==> src/hw/rtl/swrl_pkg.sv <==
// shared constants, codes and helpers of the sliding window request limiter
`default_nettype none

package swrl_pkg;

  // stamp queue geometry
  localparam int unsigned QueueDepth = 10;
  localparam int unsigned PtrW       = 4;
  localparam int unsigned StampW     = 4;
  localparam int unsigned CountW     = 4;

  // admitted requests stay in the window for this many steps
  localparam logic [StampW-1:0] WindowSteps = StampW'(10);

  // limits per tier
  localparam logic [CountW-1:0] LimitTier0 = CountW'(3);
  localparam logic [CountW-1:0] LimitTier1 = CountW'(6);
  localparam logic [CountW-1:0] LimitTier2 = CountW'(9);

  // tier codes
  localparam logic [1:0] Tier0 = 2'd0;
  localparam logic [1:0] Tier1 = 2'd1;

  // verdict codes
  localparam logic [1:0] VerdictOther   = 2'd0;
  localparam logic [1:0] VerdictAdmit   = 2'd1;
  localparam logic [1:0] VerdictRefused = 2'd2;

  // configuration register indexes
  localparam logic CfgIdxTargetId = 1'b0;
  localparam logic CfgIdxTier     = 1'b1;

  typedef logic [PtrW-1:0]   ptr_t;
  typedef logic [StampW-1:0] stamp_t;
  typedef logic [CountW-1:0] count_t;

  // limit of held stamps for a tier; codes other than tier 0 and tier 1 get the tier 2 limit
  function automatic count_t tier_limit(input logic [1:0] tier);
    count_t lim;
    case (tier)
      Tier0:   lim = LimitTier0;
      Tier1:   lim = LimitTier1;
      default: lim = LimitTier2;
    endcase
    return lim;
  endfunction

  // queue pointer advance with wrap at the depth
  function automatic ptr_t ptr_advance(input ptr_t ptr);
    ptr_t nxt;
    if (ptr == PtrW'(QueueDepth - 1)) begin
      nxt = '0;
    end else begin
      nxt = ptr + PtrW'(1);
    end
    return nxt;
  endfunction

endpackage

`default_nettype wire

==> src/hw/rtl/sliding_window_request_limiter_top.sv <==
// A result is registered and presented in the cycle after its item is accepted.
// Throughput: one item per cycle while the output register is empty or being taken;
//   the head stamp is read from the stamp RAM into a register at the next head pointer, with write-to-read forwarding.
// s_axis_tready stays high while the output register is empty or being taken.
// Reset clears the step counter, queue pointers, held count and the config
//   registers; the stamp RAM is not cleared and is read only where written.
`default_nettype none

module sliding_window_request_limiter_top (
  input  wire logic        clk_i,
  input  wire logic        rst_ni,
  // configuration write port
  input  wire logic        cfg_we_i,
  input  wire logic        cfg_idx_i,
  input  wire logic [31:0] cfg_data_i,
  // request stream
  input  wire logic        s_axis_tvalid,
  output      logic        s_axis_tready,
  input  wire logic [31:0] s_axis_tdata,   // [31:0] req_id
  input  wire logic        s_axis_tlast,   // end_of_batch
  // verdict stream
  output      logic        m_axis_tvalid,
  input  wire logic        m_axis_tready,
  output      logic [7:0]  m_axis_tdata,   // [1:0] verdict, [7:2] zero
  output      logic        m_axis_tlast    // last
);

  // configuration registers
  logic signed [31:0] target_id_q;
  logic [1:0]         tier_q;

  // queue control state
  swrl_pkg::stamp_t step_q, step_d;
  swrl_pkg::ptr_t   head_q, head_d;
  swrl_pkg::ptr_t   tail_q, tail_d;
  swrl_pkg::count_t count_q, count_d;

  // stamp RAM and its registered read side
  swrl_pkg::stamp_t mem_q [swrl_pkg::QueueDepth];
  swrl_pkg::stamp_t rd_data_q;
  swrl_pkg::stamp_t fwd_data_q;
  logic             fwd_hit_q;
  swrl_pkg::stamp_t head_stamp;

  // output register
  logic       out_valid_q;
  logic [1:0] verdict_q, verdict_d;
  logic       last_q;

  logic                in_accept;
  logic                expire;
  swrl_pkg::ptr_t      head_exp;
  swrl_pkg::count_t    count_exp;
  swrl_pkg::stamp_t    age;
  logic                push;

  assign s_axis_tready = !out_valid_q || m_axis_tready;
  assign in_accept     = s_axis_tvalid && s_axis_tready;

  // config writes
  always_ff @(posedge clk_i or negedge rst_ni) begin
    if (!rst_ni) begin
      target_id_q <= '0;
      tier_q      <= '0;
    end else if (cfg_we_i) begin
      case (cfg_idx_i)
        swrl_pkg::CfgIdxTargetId: target_id_q <= cfg_data_i;
        swrl_pkg::CfgIdxTier:     tier_q      <= cfg_data_i[1:0];
        default: ;
      endcase
    end
  end

  // head stamp with forwarding of a same-cycle write
  assign head_stamp = fwd_hit_q ? fwd_data_q : rd_data_q;

  // expiry of the oldest stamp
  always_comb begin
    age       = step_q - head_stamp;
    expire    = (count_q != '0) && (age >= swrl_pkg::WindowSteps);
    head_exp  = expire ? swrl_pkg::ptr_advance(head_q) : head_q;
    count_exp = expire ? count_q - swrl_pkg::CountW'(1) : count_q;
  end

  // verdict and next queue state
  always_comb begin
    push      = 1'b0;
    verdict_d = swrl_pkg::VerdictOther;
    if ($signed(s_axis_tdata) == target_id_q) begin
      if ((count_exp < swrl_pkg::tier_limit(tier_q)) &&
          (count_exp < swrl_pkg::CountW'(swrl_pkg::QueueDepth))) begin
        push      = 1'b1;
        verdict_d = swrl_pkg::VerdictAdmit;
      end else begin
        verdict_d = swrl_pkg::VerdictRefused;
      end
    end

    step_d  = step_q;
    head_d  = head_q;
    tail_d  = tail_q;
    count_d = count_q;
    if (in_accept) begin
      if (s_axis_tlast) begin
        step_d  = '0;
        head_d  = '0;
        tail_d  = '0;
        count_d = '0;
      end else begin
        step_d  = step_q + swrl_pkg::StampW'(1);
        head_d  = head_exp;
        tail_d  = push ? swrl_pkg::ptr_advance(tail_q) : tail_q;
        count_d = push ? count_exp + swrl_pkg::CountW'(1) : count_exp;
      end
    end
  end

  // queue control registers
  always_ff @(posedge clk_i or negedge rst_ni) begin
    if (!rst_ni) begin
      step_q  <= '0;
      head_q  <= '0;
      tail_q  <= '0;
      count_q <= '0;
    end else begin
      step_q  <= step_d;
      head_q  <= head_d;
      tail_q  <= tail_d;
      count_q <= count_d;
    end
  end

  // stamp RAM: write at tail, read next head
  always_ff @(posedge clk_i) begin
    if (in_accept && push) begin
      mem_q[tail_q] <= step_q;
    end
    rd_data_q <= mem_q[head_d];
  end

  // forwarding register for a write to the entry being read
  always_ff @(posedge clk_i or negedge rst_ni) begin
    if (!rst_ni) begin
      fwd_hit_q <= 1'b0;
    end else begin
      fwd_hit_q <= in_accept && push && (tail_q == head_d);
    end
  end

  always_ff @(posedge clk_i) begin
    fwd_data_q <= step_q;
  end

  // output register valid
  always_ff @(posedge clk_i or negedge rst_ni) begin
    if (!rst_ni) begin
      out_valid_q <= 1'b0;
    end else if (s_axis_tready) begin
      out_valid_q <= s_axis_tvalid;
    end
  end

  // output register payload
  always_ff @(posedge clk_i) begin
    if (in_accept) begin
      verdict_q <= verdict_d;
      last_q    <= s_axis_tlast;
    end
  end

  assign m_axis_tvalid = out_valid_q;
  assign m_axis_tdata  = {6'b0, verdict_q};
  assign m_axis_tlast  = last_q;

endmodule

`default_nettype wire
==> config.mk <==
export PLATFORM = sky130hd
export DESIGN_NAME = sliding_window_request_limiter_top
export DESIGN_NICKNAME = d
export VERILOG_FILES = /design/src/hw/rtl/swrl_pkg.sv /design/src/hw/rtl/sliding_window_request_limiter_top.sv
export SDC_FILE = /design/constraint.sdc
export NUM_CORES = 1
export LEC_CHECK = 0
export BUFFER_PORTS_ARGS = -buffer_cell sky130_fd_sc_hd__buf_2
export CORE_ASPECT_RATIO = 0.5
export CORE_UTILIZATION = 39
export CTS_CLUSTER_SIZE = 10
export DETAILED_ROUTE_END_ITERATION = 6
export HOLD_SLACK_MARGIN = 0.1
export SYNTH_ARGS = -nofsm -noshare
export SYNTH_HDL_FRONTEND = slang
export SYNTH_SLANG_ARGS = --single-unit
==> constraint.sdc <==
create_clock -name clk_i -period 3.95 [get_ports clk_i]
set_input_delay 0.395 -clock clk_i [delete_from_list [all_inputs] [get_ports clk_i]]
set_output_delay 0.395 -clock clk_i [all_outputs]
set_load 0.005 [all_outputs]
======== Word level (Yosys, flattened, before mapping) ========
Memories as Yosys holds them, arrays and structs flattened. A register that Yosys moved wholly into a read port is not among the register bits.
Index checks and enable logic that the tools add are counted.
storage, ports and cells
  logic and storage cells ................. 59
  memory bits (writable) .................. 40
  memories ................................ 1
  register bits after elaboration ......... 59
  input bits .............................. 71
memory list
  memory  depth  bits a word  rd ports  clocked after Yosys merged registers in  wr ports  RTL line                                  source
  mem_q   10     4            1         1                                        1         sliding_window_request_limiter_top.sv:39  swrl_pkg::stamp_t mem_q [swrl_pkg::QueueDepth];
cells by class
  muxes and demuxes ....................... 19
  reductions and logical operators ........ 13
  add/subtract/negate cells ............... 6
  $lt $le $gt $ge ......................... 3
  bitwise operators ....................... 1
  eq/ne operators ......................... 5
operators with widths
  cell                                                                    number
  4-bit 2-to-1 mux                                                        13
  32-bit equality test                                                    1
  4-bit by 1-bit adder with 4-bit output (second input constant)          4
  4-bit equality test (second input constant)                             2
  4-bit case mux with 2 select lines                                      1
  2-bit AND reduction                                                     3
  1-bit logical AND                                                       5
  4-bit equality test                                                     1
  4-bit >= comparator (second input constant)                             1
  4-bit less-than comparator                                              1
  4-bit less-than comparator (second input constant)                      1
  1-bit 2-to-1 mux                                                        4
  4-bit nonzero test                                                      1
  4-bit by 1-bit subtractor with 4-bit output (second input constant)     1
  4-bit subtractor                                                        1
  2-bit by 1-bit equality test with 1-bit output (second input constant)  1
  2-bit logical NOT                                                       1
  2-bit 2-to-1 mux                                                        1
  2-bit nonzero test                                                      1
  1-bit logical NOT                                                       1
  1-bit logical OR                                                        1
  1-bit inverter                                                          1

======== Depth between registers and ports, before layout ========
Gate-level depths: netlist of run 1.
  depth in word-level cells ............... 12
  mapped depth ............................ 16

======== Least setup slack after synthesis of run 1 ========
Ideal clock, no wire load.
  kind .................................... reg-to-reg
  start point ............................. reg fwd_hit_q
  end point ............................... mem mem_q[3][0] (netlist bit) (enable)
  arrival time ............................ 3.957 ns
  slack ................................... -0.386 ns
  cell stages (with the launch flop) ...... 15
  clock period less this slack ............ 4.336 ns
  buffers on the path ..................... 0
  required time ........................... 3.571 ns
  cell sequence ........................... dfrtp_1 > mux2_2 > ha_1 > inv_1 > fa_1 > xor2_1 > o22a_1 > nand2_1 > a21o_1 > ha_1 > a41o_1 > o41a_1 > o21ai_4 > nand4_1 > nor4b_1
between the ends
  word-level cells in the longest chain between the ends .. 12
  elaborated cells between the ends (all ways) .. 13
RTL lines
  what                                                  RTL line                                                                            source
  from (decl)                                           sliding_window_request_limiter_top.sv:42                                            logic fwd_hit_q;
  from (signal assigned)                                sliding_window_request_limiter_top.sv:146                                           fwd_hit_q <= in_accept && push && (tail_q == head_d);
  4-bit 2-to-1 mux *                                    sliding_window_request_limiter_top.sv:75                                            assign head_stamp = fwd_hit_q ? fwd_data_q : rd_data_q;
  4-bit subtractor *                                    sliding_window_request_limiter_top.sv:79                                            age = step_q - head_stamp;
  4-bit >= comparator *                                 sliding_window_request_limiter_top.sv:80                                            expire = (count_q != '0) && (age >= swrl_pkg::WindowSteps);
  1-bit logical AND *                                   sliding_window_request_limiter_top.sv:80
  4-bit 2-to-1 mux *                                    sliding_window_request_limiter_top.sv:82                                            count_exp = expire ? count_q - swrl_pkg::CountW'(1) : count_q;
  4-bit less-than comparator, on equally long branches  sliding_window_request_limiter_top.sv:90, sliding_window_request_limiter_top.sv:91
  1-bit logical AND *                                   sliding_window_request_limiter_top.sv:90                                            if ((count_exp < swrl_pkg::tier_limit(tier_q)) &&
  1-bit 2-to-1 mux *                                    sliding_window_request_limiter_top.sv:90
  1-bit 2-to-1 mux *                                    sliding_window_request_limiter_top.sv:89                                            if ($signed(s_axis_tdata) == target_id_q) begin
  1-bit logical AND *                                   sliding_window_request_limiter_top.sv:135                                           if (in_accept && push) begin
  1-bit 2-to-1 mux *                                    sliding_window_request_limiter_top.sv:135
  1-bit 2-to-1 mux (not written as such) *              sliding_window_request_limiter_top.sv:136                                           mem_q[tail_q] <= step_q;
  to (decl)                                             sliding_window_request_limiter_top.sv:39
Mark *: on every way between the ends. The rest lies on a longest branch, timed or not.

======== Final worst setup path of run 1 ========
  start point ............................. reg fwd_hit_q
  end point ............................... mem mem_q[2][2] (netlist bit) (enable)
The elaborated chain is that of the path after synthesis.

==> results of run 1 <==
[routing by layer]
layer	track usage [%]	vias up
met5	0	-
met4	5.23	0
met3	5.84	11
met2	28.6	92
met1	22.0	1618
li1	-	1677
[metrics by stage]
stage                     power (mW)  area (um2)  hold WS [ps]
after floorplan                 2.26        5110          99.4
after global placement          2.73        5810           450
after detailed placement        2.74        5810           456
after CTS                       3.69        6140           257
after global routing            4.00        6220           265
final                           3.78        6220           270
[cell usage after synthesis (all sizes together) (2+ instances only)]
cell type   n  area share [%]
nor4        7            0.87
nand3       5            0.60
a32oi       5            0.87
ha         10             2.5
mux2       43             9.6
nand2      25             1.9
o22ai       3            0.37
clkbuf     12            0.90
nand2b      6            0.75
nor2       22             1.6
xor2        5            0.87
a21oi      12             1.2
xnor2      38             6.9
inv        13            0.97
a211o       9             1.6
nor3        8             1.2
mux2i      12             2.4
o22a        2            0.37
o21a        3            0.45
nand3b      2            0.30
o21ai      14             1.6
a31oi       4            0.50
dfxtp       8             3.2
edfxtp     43              26
buf        11             1.3
dfrtp      52              26
nand4      13             1.6
nor3b       2            0.40
[cell families (layout without fill, tap and decap cells)]
group / Yosys count / count (layout) / share of synthesized area, %
buffers and inverters: 37 / 138 / 3.26
adder cells (fa/ha/maj): 11 / 11 / 2.88
AO/OA/AOI/OAI: 63 / 63 / 9.05
other: 1 / 7 / 0.0745
multiplexers: 55 / 55 / 12.0
flip-flops: 103 / 103 / 54.7
XOR/XNOR: 43 / 43 / 7.78
AND/OR/NAND/NOR: 96 / 96 / 10.2
[what timing repair did]
action | in CTS | in global routing
buffers inserted | 1 | 1
gates resized for setup | 3 | 11
pin swaps | 1 | 3
hold buffers | 1 | 0
setup endpoints to repair | 20 | 41
endpoints found under the hold margin | 25 | 0
[how the worst min path moves through the flow]
stage / to / slack, ps / depth (start not counted)
global placement: target_id_q[10] / 450 / 1
CTS: m_axis_tvalid / 260 / 2
finish: m_axis_tvalid / 270 / 2
detailed placement: target_id_q[10] / 460 / 1
floorplan: count_q[0] / 100 / 0
global route: target_id_q[13] / 260 / 2
[flip-flops by register name, summed over array words and instances, names as in the netlist, 2 cells and up]
signal and flops:
count_q 4, fwd_data_q 4, rd_data_q 4, verdict_q 2, target_id_q 32, tier_q 2, mem_q 40, step_q 4
tail_q 4, head_q 4
[layout make-up]
type | count | area (um2)
clock buffer | 10 | 229
multi-input combinational | 274 | 2270
fill | 1084 | 5970
antenna | 1 | 2.50
inverter | 14 | 52.6
clock inverter | 6 | 70.1
tap | 165 | 206
sequential | 103 | 2750
timing repair buffer | 108 | 629
[power by group through the flow]
stage | combinational, mW | clock [mW] | sequential, mW
2_1_floorplan | 0.932 | 0 | 1.33
3_3_place_gp | 1.38 | 0 | 1.35
3_5_place_dp | 1.39 | 0 | 1.35
4_1_cts | 1.44 | 0.922 | 1.33
5_1_grt | 1.70 | 0.951 | 1.35
6_report | 1.55 | 0.900 | 1.33
[critical path, cell delays in order, from the launching register on]
cell                      delay (ps)
sky130_fd_sc_hd__dfrtp_2         440
sky130_fd_sc_hd__mux2_4          320
sky130_fd_sc_hd__ha_4            170
sky130_fd_sc_hd__inv_2            50
sky130_fd_sc_hd__fa_2            460
sky130_fd_sc_hd__o22a_2          230
sky130_fd_sc_hd__nand2_2          70
sky130_fd_sc_hd__a21o_1          160
sky130_fd_sc_hd__ha_4            220
sky130_fd_sc_hd__o21ai_2          60
sky130_fd_sc_hd__a21oi_2          50
sky130_fd_sc_hd__o41a_1          470
sky130_fd_sc_hd__o21ai_4         170
sky130_fd_sc_hd__nand3_2         130
sky130_fd_sc_hd__or3_4           390
sky130_fd_sc_hd__nor3b_4         280
==> impl_summary.txt, run 1 <==
----------------------------------------------------
[Floorplanning]
  Number of top-level design ports ... 82
  Placement row count ... 28
  Initial core utilization ... 41.3%
  DIE WIDTH ... 163 um
  Core Footprint ... 0.0122 mm2
  Die Area ... 0.0134 mm2
  Die height ... 82.3 um

[Yosys]
  Number of distinct library cells after synthesis ... 58
  Share of synthesized area occupied by flip-flops and latches ... 54.7%
  Async S/R FF share, synth ... 50.5%
  Commonest register cell after synthesis ... sky130_fd_sc_hd__dfrtp_1
  Number of synthesized flops with an enable pin ... 43
  Number of instances in the synthesized netlist ... 409
  Average cell area after synthesis ... 12.3 um2
  Mapped cell area ... 0.00503 mm2
  Flop and latch count out of synthesis ... 103
  Total number of yosys warnings ... 0

[Worst setup path]
  Nature of the critical path startpoint ... flip-flop
  Endpoint of the most critical register-to-register path ... mem_q[2][2]
  Beginning of the worst register-to-register path ... fwd_hit_q
  WP data required ... 3990 ps
  Worst-case register-to-register setup slack ... -20 ps
  Critical path type ... flip-flop to flip-flop
  Worst Setup End Kind ... flip-flop
  R2R cell count ... 15
  Setup crit start ... fwd_hit_q
  Capture point of the critical path ... mem_q[2][2]
  Arrival time worst endpoint ... 4010 ps
  CP Max Fanout ... 4

[CTS]
  Clock latency of the later-clocked register in the worst-skew pair ... 350 ps
  Sink Count ... 103
  Htree depth ... 3
  CTS Buf Count ... 9
  Root buffer cell ... sky130_fd_sc_hd__clkbuf_16
  CTS clk-pin slew, worst paths ... 70 ps
  Deepest clock path buffer count ... 2
  TritonCTS clock tree ... done

[Timing]
  Worst rel slew slack ... 43.2%
  Worst clock skew ... 4.98 ps
  Hold Vio Cnt, Final ... 0
  Final setup violation count ... 8
  Tcrit/Tclk final ... 101%
  Maximum operating frequency ... 252 MHz
  Final number of max-transition violations ... 0
  Actual transition at the worst max-transition pin ... 848 ps
  Post-layout min period ... 3970 ps
  RSZ-0062 raised after global routing ... true
  Setup TNS Final ... -154 ps
  Final critical-path setup slack ... -21.0 ps

[Layout]
  Most common cell after layout, fill and taps aside ... sky130_fd_sc_hd__buf_2
  Final #Nets ... 592
  Non-filler cells in the finished layout ... 681
  Fraction of the core area covered by cells at the end of the flow ... 51.0%
  P&R area growth vs syn ... 23.6%
  Fraction of final layout cells with drive strength greater than 1 ... 38.8%
  Highest-count cells in the layout ignoring fill and taps ... 75 x sky130_fd_sc_hd__buf_2, 51 x sky130_fd_sc_hd__dfrtp_1, 43 x sky130_fd_sc_hd__edfxtp_1

[Routing]
  Violation count after the first detailed-route iteration ... 186
  Met1 wire length ... 5.09 mm
  Detailed-route wire length per cell ... 16.0 um
  Top layer in use ... met4
  Number of nets with antenna violations after routing ... 0
  Total routed wirelength ... 10.9 mm
  Number of vias in the routed layout ... 3398
  Met3 layer wire length in the routed design ... 731 um
  Via-per-instance ratio ... 4.99
  Length of routed met2 wiring ... 4.94 mm
  Post-detailed-route DRC marker count ... 0
  First-pass detailed-route iteration total ... 4

[GRT]
  GR Overflow Total ... 0
  Initial antenna violation count ... 1
  Pin count of the biggest net entering global routing ... 28
  Wire length of the first global-routing pass ... 17.4 mm
  Number of global-route vias before repair ... 3446
  GR Util All Layers ... 17.4%

[Power and ir drop]
  Comb pwr share ... 40.9%
  Sequential group share of total power ... 35.3%
  Clock network fraction of design power ... 23.8%
  Power per cell area ... 608 mW/mm2
  Switching power of the nets ... 1.28 mW
  Net switching share of the total power ... 33.9%
  Leakage power figure ... 2.54 nW
  Worst vdd rail ir drop ... 0.319 mV
  Pint ... 2.50 mW

[Status]
  Result of the run ... finished with violations
  Failing checks ... negative setup slack

[Place]
  Setup Slack @ Placement ... -93.5 ps
  Placer Congestion ... 0.855
  Number of input and output port buffers inserted ... 75
  Count of placed standard cells including taps ... 661
  DPL Wire Length ... 7.91 mm

[Job]
  Max-Cap Viols ... 0

[Hold path]
  Startpoint of the most critical hold path ... s_axis_tvalid
  Worst Hold Class ... primary input to flip-flop

----------------------------------------------------
(Power assumes the default switching activity.)
==> inputs of run 2 (changes only) <==
--- a/config.mk
+++ b/config.mk
@@ -5,7 +5,7 @@
 export SDC_FILE = /design/constraint.sdc
 export NUM_CORES = 1
 export LEC_CHECK = 0
-export BUFFER_PORTS_ARGS = -buffer_cell sky130_fd_sc_hd__buf_2
+export BUFFER_PORTS_ARGS = -buffer_cell sky130_fd_sc_hd__clkbuf_2
 export CORE_ASPECT_RATIO = 0.5
 export CORE_UTILIZATION = 39
 export CTS_CLUSTER_SIZE = 10
==> impl_summary.txt, run 2 (synthesized netlist as in run 1, its figures left out) <==
----------------------------------------------------
[Routing]
  Post-detailed-route DRC marker count ... 0 (unchanged)
  Detailed-route wire length per cell ... 15.7 um (was 16.0 um)
  First-pass detailed-route iteration total ... 4 (unchanged)
  Number of vias in the routed layout ... 3419 (was 3398)
  Total routed wirelength ... 10.7 mm (was 10.9 mm)
  Via-per-instance ratio ... 5.02 (was 4.99)
  Violation count after the first detailed-route iteration ... 179 (was 186)
  Number of nets with antenna violations after routing ... 0 (unchanged)

[Worst setup path]
  WP data required ... 3980 ps (was 3990 ps)
  Critical path type ... flip-flop to flip-flop (unchanged)
  Nature of the critical path startpoint ... flip-flop (unchanged)
  Cell seen most often among critical-path stages ... sky130_fd_sc_hd__ha_4 (unchanged)
  Largest delay share family, worst path ... compound AO/OA/AOI/OAI gates (unchanged)
  Max stage delay cell, worst path ... sky130_fd_sc_hd__o41a_1 (unchanged)
  Slowest stage delay, CP ... 460 ps (was 470 ps)
  Critical path, cell by cell ... mux2_4 > ha_4 > inv_2 > fa_2 > o22a_2 > nand2_2 > a21o_1 > ha_4 > o21ai_2 > a21oi_2 > o41a_1 > o21ai_4 > nand3_2 > or3_4 > nor3b_4 (unchanged)
  Worst Setup End Kind ... flip-flop (unchanged)
  Arrival time worst endpoint ... 3990 ps (was 4010 ps)
  Critical path buffers and inverters ... 1 (unchanged)
  CP Max Fanout ... 4 (unchanged)

[Floorplanning]
  Die Area ... 0.0134 mm2 (unchanged)
  Die height ... 82.3 um (unchanged)
  Placement row count ... 28 (unchanged)
  Number of top-level design ports ... 82 (unchanged)
  DIE WIDTH ... 163 um (unchanged)
  Initial core utilization ... 41.3% (unchanged)
  Core Footprint ... 0.0122 mm2 (unchanged)

[Job]
  Max-Cap Viols ... 0 (unchanged)

[Timing]
  Hold Vio Cnt, Final ... 0 (unchanged)
  Maximum operating frequency ... 252 MHz (about the same)
  Post-layout min period ... 3960 ps (was 3970 ps)
  RSZ-0062 raised after global routing ... true (unchanged)
  Actual transition at the worst max-transition pin ... 703 ps (was 848 ps)
  Worst clock skew ... 4.41 ps (was 4.98 ps)
  Worst rel slew slack ... 53.1% (was 43.2%)
  Final setup violation count ... 4 (was 8)
  Tcrit/Tclk final ... 100% (was 101%)
  Setup TNS Final ... -50.2 ps (was -154 ps)
  Minimum hold slack ... 170 ps (was 270 ps)
  Final critical-path setup slack ... -12.8 ps (was -21.0 ps)
  Final number of max-transition violations ... 0 (unchanged)

[Layout]
  Fraction of the core area covered by cells at the end of the flow ... 51.0% (about the same)
  Final #Nets ... 593 (was 592)
  P&R area growth vs syn ... 23.5% (was 23.6%)
  Largest registers ... mem_q x40, target_id_q x32 (unchanged)
  Highest-count cells in the layout ignoring fill and taps ... 75 x sky130_fd_sc_hd__clkbuf_2, 51 x sky130_fd_sc_hd__dfrtp_1, 43 x sky130_fd_sc_hd__edfxtp_1 (was 75 x sky130_fd_sc_hd__buf_2, 51 x sky130_fd_sc_hd__dfrtp_1, 43 x sky130_fd_sc_hd__edfxtp_1)
  Fraction of final layout cells with drive strength greater than 1 ... 39.0% (was 38.8%)
  Largest register by flop count ... mem_q (unchanged)
  Flip-flop count of the largest register, all copies and words added ... 40 (unchanged)
  Most common cell after layout, fill and taps aside ... sky130_fd_sc_hd__clkbuf_2 (was sky130_fd_sc_hd__buf_2)
  Non-filler cells in the finished layout ... 681 (unchanged)
  Number of antenna repair diodes ... 0 (was 1)

[CTS]
  Deepest clock path buffer count ... 2 (unchanged)
  Sink Count ... 103 (unchanged)
  Number of hold buffers added after CTS ... 0 (was 1)
  Clock latency of the later-clocked register in the worst-skew pair ... 340 ps (was 350 ps)
  Htree depth ... 3 (unchanged)
  CTS Buf Count ... 9 (unchanged)
  TritonCTS clock tree ... done (unchanged)
  CTS clk-pin slew, worst paths ... 70 ps (about the same)
  Root buffer cell ... sky130_fd_sc_hd__clkbuf_16 (unchanged)

[Status]
  Result of the run ... finished with violations (unchanged)
  Failing checks ... negative setup slack (unchanged)

[Hold path]
  Worst Hold Class ... primary input to async pin (was primary input to flip-flop)

[GRT]
  Wire length of the first global-routing pass ... 17.3 mm (was 17.4 mm)
  GR Util All Layers ... 17.1% (was 17.4%)
  GR Overflow Total ... 0 (unchanged)
  Initial antenna violation count ... 0 (was 1)
  Number of global-route vias before repair ... 3425 (was 3446)
  Pin count of the biggest net entering global routing ... 53 (was 28)

[Place]
  DPL Wire Length ... 7.69 mm (was 7.91 mm)
  Count of placed standard cells including taps ... 661 (unchanged)
  Number of input and output port buffers inserted ... 75 (unchanged)
  Placer Congestion ... 0.818 (was 0.855)

[Power and ir drop]
  Worst vdd rail ir drop ... 0.305 mV (was 0.319 mV)
  Overall Power ... 3.74 mW (was 3.78 mW)
  Power per cell area ... 601 mW/mm2 (was 608 mW/mm2)
  Leakage power figure ... 2.55 nW (was 2.54 nW)

----------------------------------------------------
==> run 2: changes by cell type in the layout (fill, tap and decap cells not counted), sizes merged <==
| cell | previous run | this run |
|---|---|---|
| diode | 1 | 0 |
| inv | 14 | 15 |
| buf | 107 | 34 |
| clkbuf | 10 | 84 |
| bufinv | 1 | 0 |
| dlygate4sd3 | 1 | 0 |
| clkinv | 3 | 4 |
==> run 2: final cells by class <==
class / instances / area (um2)
fill: 1096 / 5980
sequential: 103 / 2750
multi-input combinational: 274 / 2280
timing repair buffer: 109 / 638
clock buffer: 9 / 225
tap: 165 / 206
clock inverter: 7 / 56.3
inverter: 14 / 52.6
==> run 2: final timing paths <==
path	start	endpoint	slack, ps	cells past startpoint
hold / removal	rst_ni	target_id_q[10]	170	2
max in group asynchronous	rst_ni	fwd_hit_q	3300	2
setup / recovery	fwd_hit_q	mem_q[2][3]	-10	15
min in group clk_i	s_axis_tvalid	m_axis_tvalid	270	2
hold reg to reg	step_q[1]	fwd_data_q[1]	510	0
setup reg to reg	fwd_hit_q	mem_q[2][3]	-10	15
==> run 2: worst reg2reg max path, cell delays in order, from the launching register on <==
cell	delay [ps]
sky130_fd_sc_hd__dfrtp_2	450
sky130_fd_sc_hd__mux2_4	320
sky130_fd_sc_hd__ha_4	170
sky130_fd_sc_hd__inv_2	50
sky130_fd_sc_hd__fa_2	450
sky130_fd_sc_hd__o22a_2	220
sky130_fd_sc_hd__nand2_2	60
sky130_fd_sc_hd__a21o_1	170
sky130_fd_sc_hd__ha_4	220
sky130_fd_sc_hd__o21ai_2	60
sky130_fd_sc_hd__a21oi_2	50
sky130_fd_sc_hd__o41a_1	460
sky130_fd_sc_hd__o21ai_4	170
sky130_fd_sc_hd__nand3_2	120
sky130_fd_sc_hd__or3_4	410
sky130_fd_sc_hd__nor3b_4	280
==> run 2: what timing repair did <==
| item | in CTS | in global routing |
|---|---|---|
| endpoints found under the setup margin | 18 | 41 |
| buffers inserted | 4 | 0 |
| resized for setup | 4 | 12 |
| pin swaps | 1 | 3 |
| hold endpoints to repair | 0 | 0 |
==> run 2: through the flow <==
stage                     worst slack [ps]  instance area, um2
after floorplan                      -21.1                5110
after global placement                6.85                5810
after detailed placement             -75.3                5810
after CTS                            -45.6                6140
after global routing                  -134                6210
final                                -12.8                6210
==> run 2: report_power, final <==
| group | internal, mW | total (mW) | switching [mW] |
|---|---|---|---|
| clock network | 0.434 | 0.838 | 0.404 |
| registers | 1.24 | 1.33 | 0.0945 |
| logic | 0.776 | 1.57 | 0.789 |
==> run 2: layer usage <==
metal,track usage (%),up-vias,wire (um)
met5,0,-,0
met4,4.77,0,96
met3,6.34,8,877
met2,27.7,104,4760
met1,21.7,1618,4970
li1,-,1689,-
==> inputs of run 3 (changes only) <==
==> constraint.sdc (replaced) <==
create_clock -name clk_i -period 3.95 [get_ports clk_i]
set_input_delay 0.79 -clock clk_i [delete_from_list [all_inputs] [get_ports clk_i]]
set_output_delay 0.79 -clock clk_i [all_outputs]
set_load 0.005 [all_outputs]
==> impl_summary.txt, run 3 (synthesized netlist as in run 1, its figures left out) <==
----------------------------------------------------
[Status]
  Result of the run ... finished clean (was finished with violations)

[Floorplanning]
  Core Footprint ... 0.0122 mm2 (unchanged)
  Initial core utilization ... 41.3% (unchanged)
  DIE WIDTH ... 163 um (unchanged)
  Die height ... 82.3 um (unchanged)
  Die Area ... 0.0134 mm2 (unchanged)
  Placement row count ... 28 (unchanged)
  Number of top-level design ports ... 82 (unchanged)

[Timing]
  Maximum operating frequency ... 254 MHz (was 252 MHz)
  Tcrit/Tclk final ... 99.9% (was 100%)
  Worst clock skew ... 5.17 ps (was 4.41 ps)
  Final number of max-transition violations ... 0 (unchanged)
  Actual transition at the worst max-transition pin ... 1080 ps (was 703 ps)
  Final setup violation count ... 0 (was 4)
  RSZ-0062 raised after global routing ... true (unchanged)
  Post-layout min period ... 3940 ps (was 3960 ps)
  Hold Vio Cnt, Final ... 0 (unchanged)
  Minimum hold slack ... 477 ps (was 170 ps)
  Worst rel slew slack ... 28.0% (was 53.1%)

[CTS]
  TritonCTS clock tree ... done (unchanged)
  Number of hold buffers added after CTS ... 0 (unchanged)
  Htree depth ... 3 (unchanged)
  Sink Count ... 103 (unchanged)
  Deepest clock path buffer count ... 2 (unchanged)
  CTS clk-pin slew, worst paths ... 70 ps (about the same)
  Root buffer cell ... sky130_fd_sc_hd__clkbuf_16 (unchanged)
  Clock latency of the later-clocked register in the worst-skew pair ... 340 ps (about the same)
  CTS Buf Count ... 9 (unchanged)

[Place]
  Number of input and output port buffers inserted ... 75 (unchanged)
  Placer Congestion ... 0.854 (was 0.818)
  Count of placed standard cells including taps ... 660 (was 661)
  DPL Wire Length ... 7.72 mm (was 7.69 mm)

[Layout]
  Most common cell after layout, fill and taps aside ... sky130_fd_sc_hd__clkbuf_2 (unchanged)
  Fraction of final layout cells with drive strength greater than 1 ... 38.5% (was 39.0%)
  P&R area growth vs syn ... 22.6% (was 23.5%)
  Final #Nets ... 591 (was 593)
  Largest registers ... mem_q x40, target_id_q x32 (unchanged)
  Non-filler cells in the finished layout ... 679 (was 681)
  Highest-count cells in the layout ignoring fill and taps ... 75 x sky130_fd_sc_hd__clkbuf_2, 51 x sky130_fd_sc_hd__dfrtp_1, 43 x sky130_fd_sc_hd__edfxtp_1 (unchanged)
  Number of antenna repair diodes ... 0 (unchanged)
  Flip-flop count of the largest register, all copies and words added ... 40 (unchanged)
  Largest register by flop count ... mem_q (unchanged)

[Power and ir drop]
  Worst vdd rail ir drop ... 0.318 mV (was 0.305 mV)
  Leakage power figure ... 2.53 nW (was 2.55 nW)
  Power per cell area ... 598 mW/mm2 (was 601 mW/mm2)

[GRT]
  GR Overflow Total ... 0 (unchanged)
  Number of global-route vias before repair ... 3461 (was 3425)
  Initial antenna violation count ... 0 (unchanged)
  Pin count of the biggest net entering global routing ... 43 (was 53)
  GR Util All Layers ... 17.2% (was 17.1%)
  Wire length of the first global-routing pass ... 17.3 mm (about the same)

[Job]
  Max-Cap Viols ... 0 (unchanged)

[Worst setup path]
  Worst Setup End Kind ... flip-flop (unchanged)
  Capture point of the critical path ... mem_q[2][2] (was mem_q[2][3])
  Endpoint of the most critical register-to-register path ... mem_q[2][2] (was mem_q[2][3])
  CP Max Fanout ... 4 (unchanged)
  WP data required ... 3980 ps (about the same)
  Setup crit start ... fwd_hit_q (unchanged)
  Worst-case register-to-register setup slack ... 6 ps (was -10 ps)
  Arrival time worst endpoint ... 3980 ps (was 3990 ps)
  R2R cell count ... 15 (unchanged)
  Nature of the critical path startpoint ... flip-flop (unchanged)
  Critical path type ... flip-flop to flip-flop (unchanged)
  Beginning of the worst register-to-register path ... fwd_hit_q (unchanged)

[Hold path]
  Worst Hold Class ... flip-flop to flip-flop (was primary input to async pin)

[Routing]
  Via-per-instance ratio ... 5.05 (was 5.02)
  Number of nets with antenna violations after routing ... 0 (unchanged)
  Post-detailed-route DRC marker count ... 0 (unchanged)
  Violation count after the first detailed-route iteration ... 173 (was 179)
  Detailed-route wire length per cell ... 15.9 um (was 15.7 um)
  Total routed wirelength ... 10.8 mm (was 10.7 mm)
  First-pass detailed-route iteration total ... 4 (unchanged)
  Number of vias in the routed layout ... 3432 (was 3419)

----------------------------------------------------
## run 3: what timing repair did
| item | in CTS | in global routing |
|---|---|---|
| cloned | 0 | 0 |
| resized for setup | 6 | 7 |
| buffers inserted | 2 | 1 |
| pin swaps | 1 | 3 |
| setup endpoints to repair | 20 | 37 |
## run 3: metrics by stage
| stage | area (um2) | util [%] | worst slack [ps] | power [mW] | setup TNS, ps |
|---|---|---|---|---|---|
| floorplan | 5110 | - | -21.1 | 2.26 | -312 |
| global placement | 5800 | 47.6 | -5.20 | 2.74 | -20.7 |
| detailed placement | 5800 | 47.6 | -85.7 | 2.75 | -778 |
| CTS | 6130 | 50.3 | -14.0 | 3.65 | -55.5 |
| global route | 6170 | 50.6 | -145 | 3.91 | -2570 |
| finish | 6170 | 50.6 | 5.82 | 3.69 | 0 |
## run 3: worst min-delay path by stage
stage | start | endpoint | slack (ps) | depth (start not counted)
2_1_floorplan | tier_q[0] | tier_q[0] | 480 | 1
3_3_place_gp | step_q[1] | fwd_data_q[1] | 460 | 0
3_5_place_dp | step_q[1] | fwd_data_q[1] | 470 | 0
4_1_cts | step_q[1] | fwd_data_q[1] | 480 | 0
5_1_grt | step_q[1] | fwd_data_q[1] | 480 | 0
6_report | step_q[1] | fwd_data_q[1] | 480 | 0
## run 3: where the power goes
group	total [mW]	switching [mW]	leakage (nW)	internal, mW
Combinational	1.53	0.768	1.28	0.765
Clock	0.820	0.391	0.127	0.430
Sequential	1.33	0.0922	1.12	1.24
Total	3.69	1.25	2.53	2.43
## run 3: per-layer routing
metal,wire (um),vias up,track usage (%)
met4,87,0,5.42
li1,-,1683,-
met3,779,8,5.84
met1,5020,1644,21.5
met5,0,-,0
met2,4940,97,28.3
## run 3: critical path, stage by stage (launching register included)
cell                      delay (ps)
sky130_fd_sc_hd__dfrtp_2         450
sky130_fd_sc_hd__mux2_4          320
sky130_fd_sc_hd__ha_4            170
sky130_fd_sc_hd__inv_2            50
sky130_fd_sc_hd__fa_2            440
sky130_fd_sc_hd__o22a_2          230
sky130_fd_sc_hd__nand2_2          60
sky130_fd_sc_hd__a21o_1          160
sky130_fd_sc_hd__ha_4            220
sky130_fd_sc_hd__o21ai_2          60
sky130_fd_sc_hd__a21oi_2          50
sky130_fd_sc_hd__o41a_1          470
sky130_fd_sc_hd__o21ai_4         150
sky130_fd_sc_hd__nand3_2         110
sky130_fd_sc_hd__or3_4           410
sky130_fd_sc_hd__nor3b_4         280
## run 3: area by class of cell
type | count | area [um2]
multi-input cells | 274 | 2260
repair buffers | 107 | 619
fillers | 1105 | 6020
clock inverters | 6 | 45.0
well taps | 165 | 206
clock buffers | 10 | 229
inverters | 14 | 52.6
flip-flops and latches | 103 | 2750
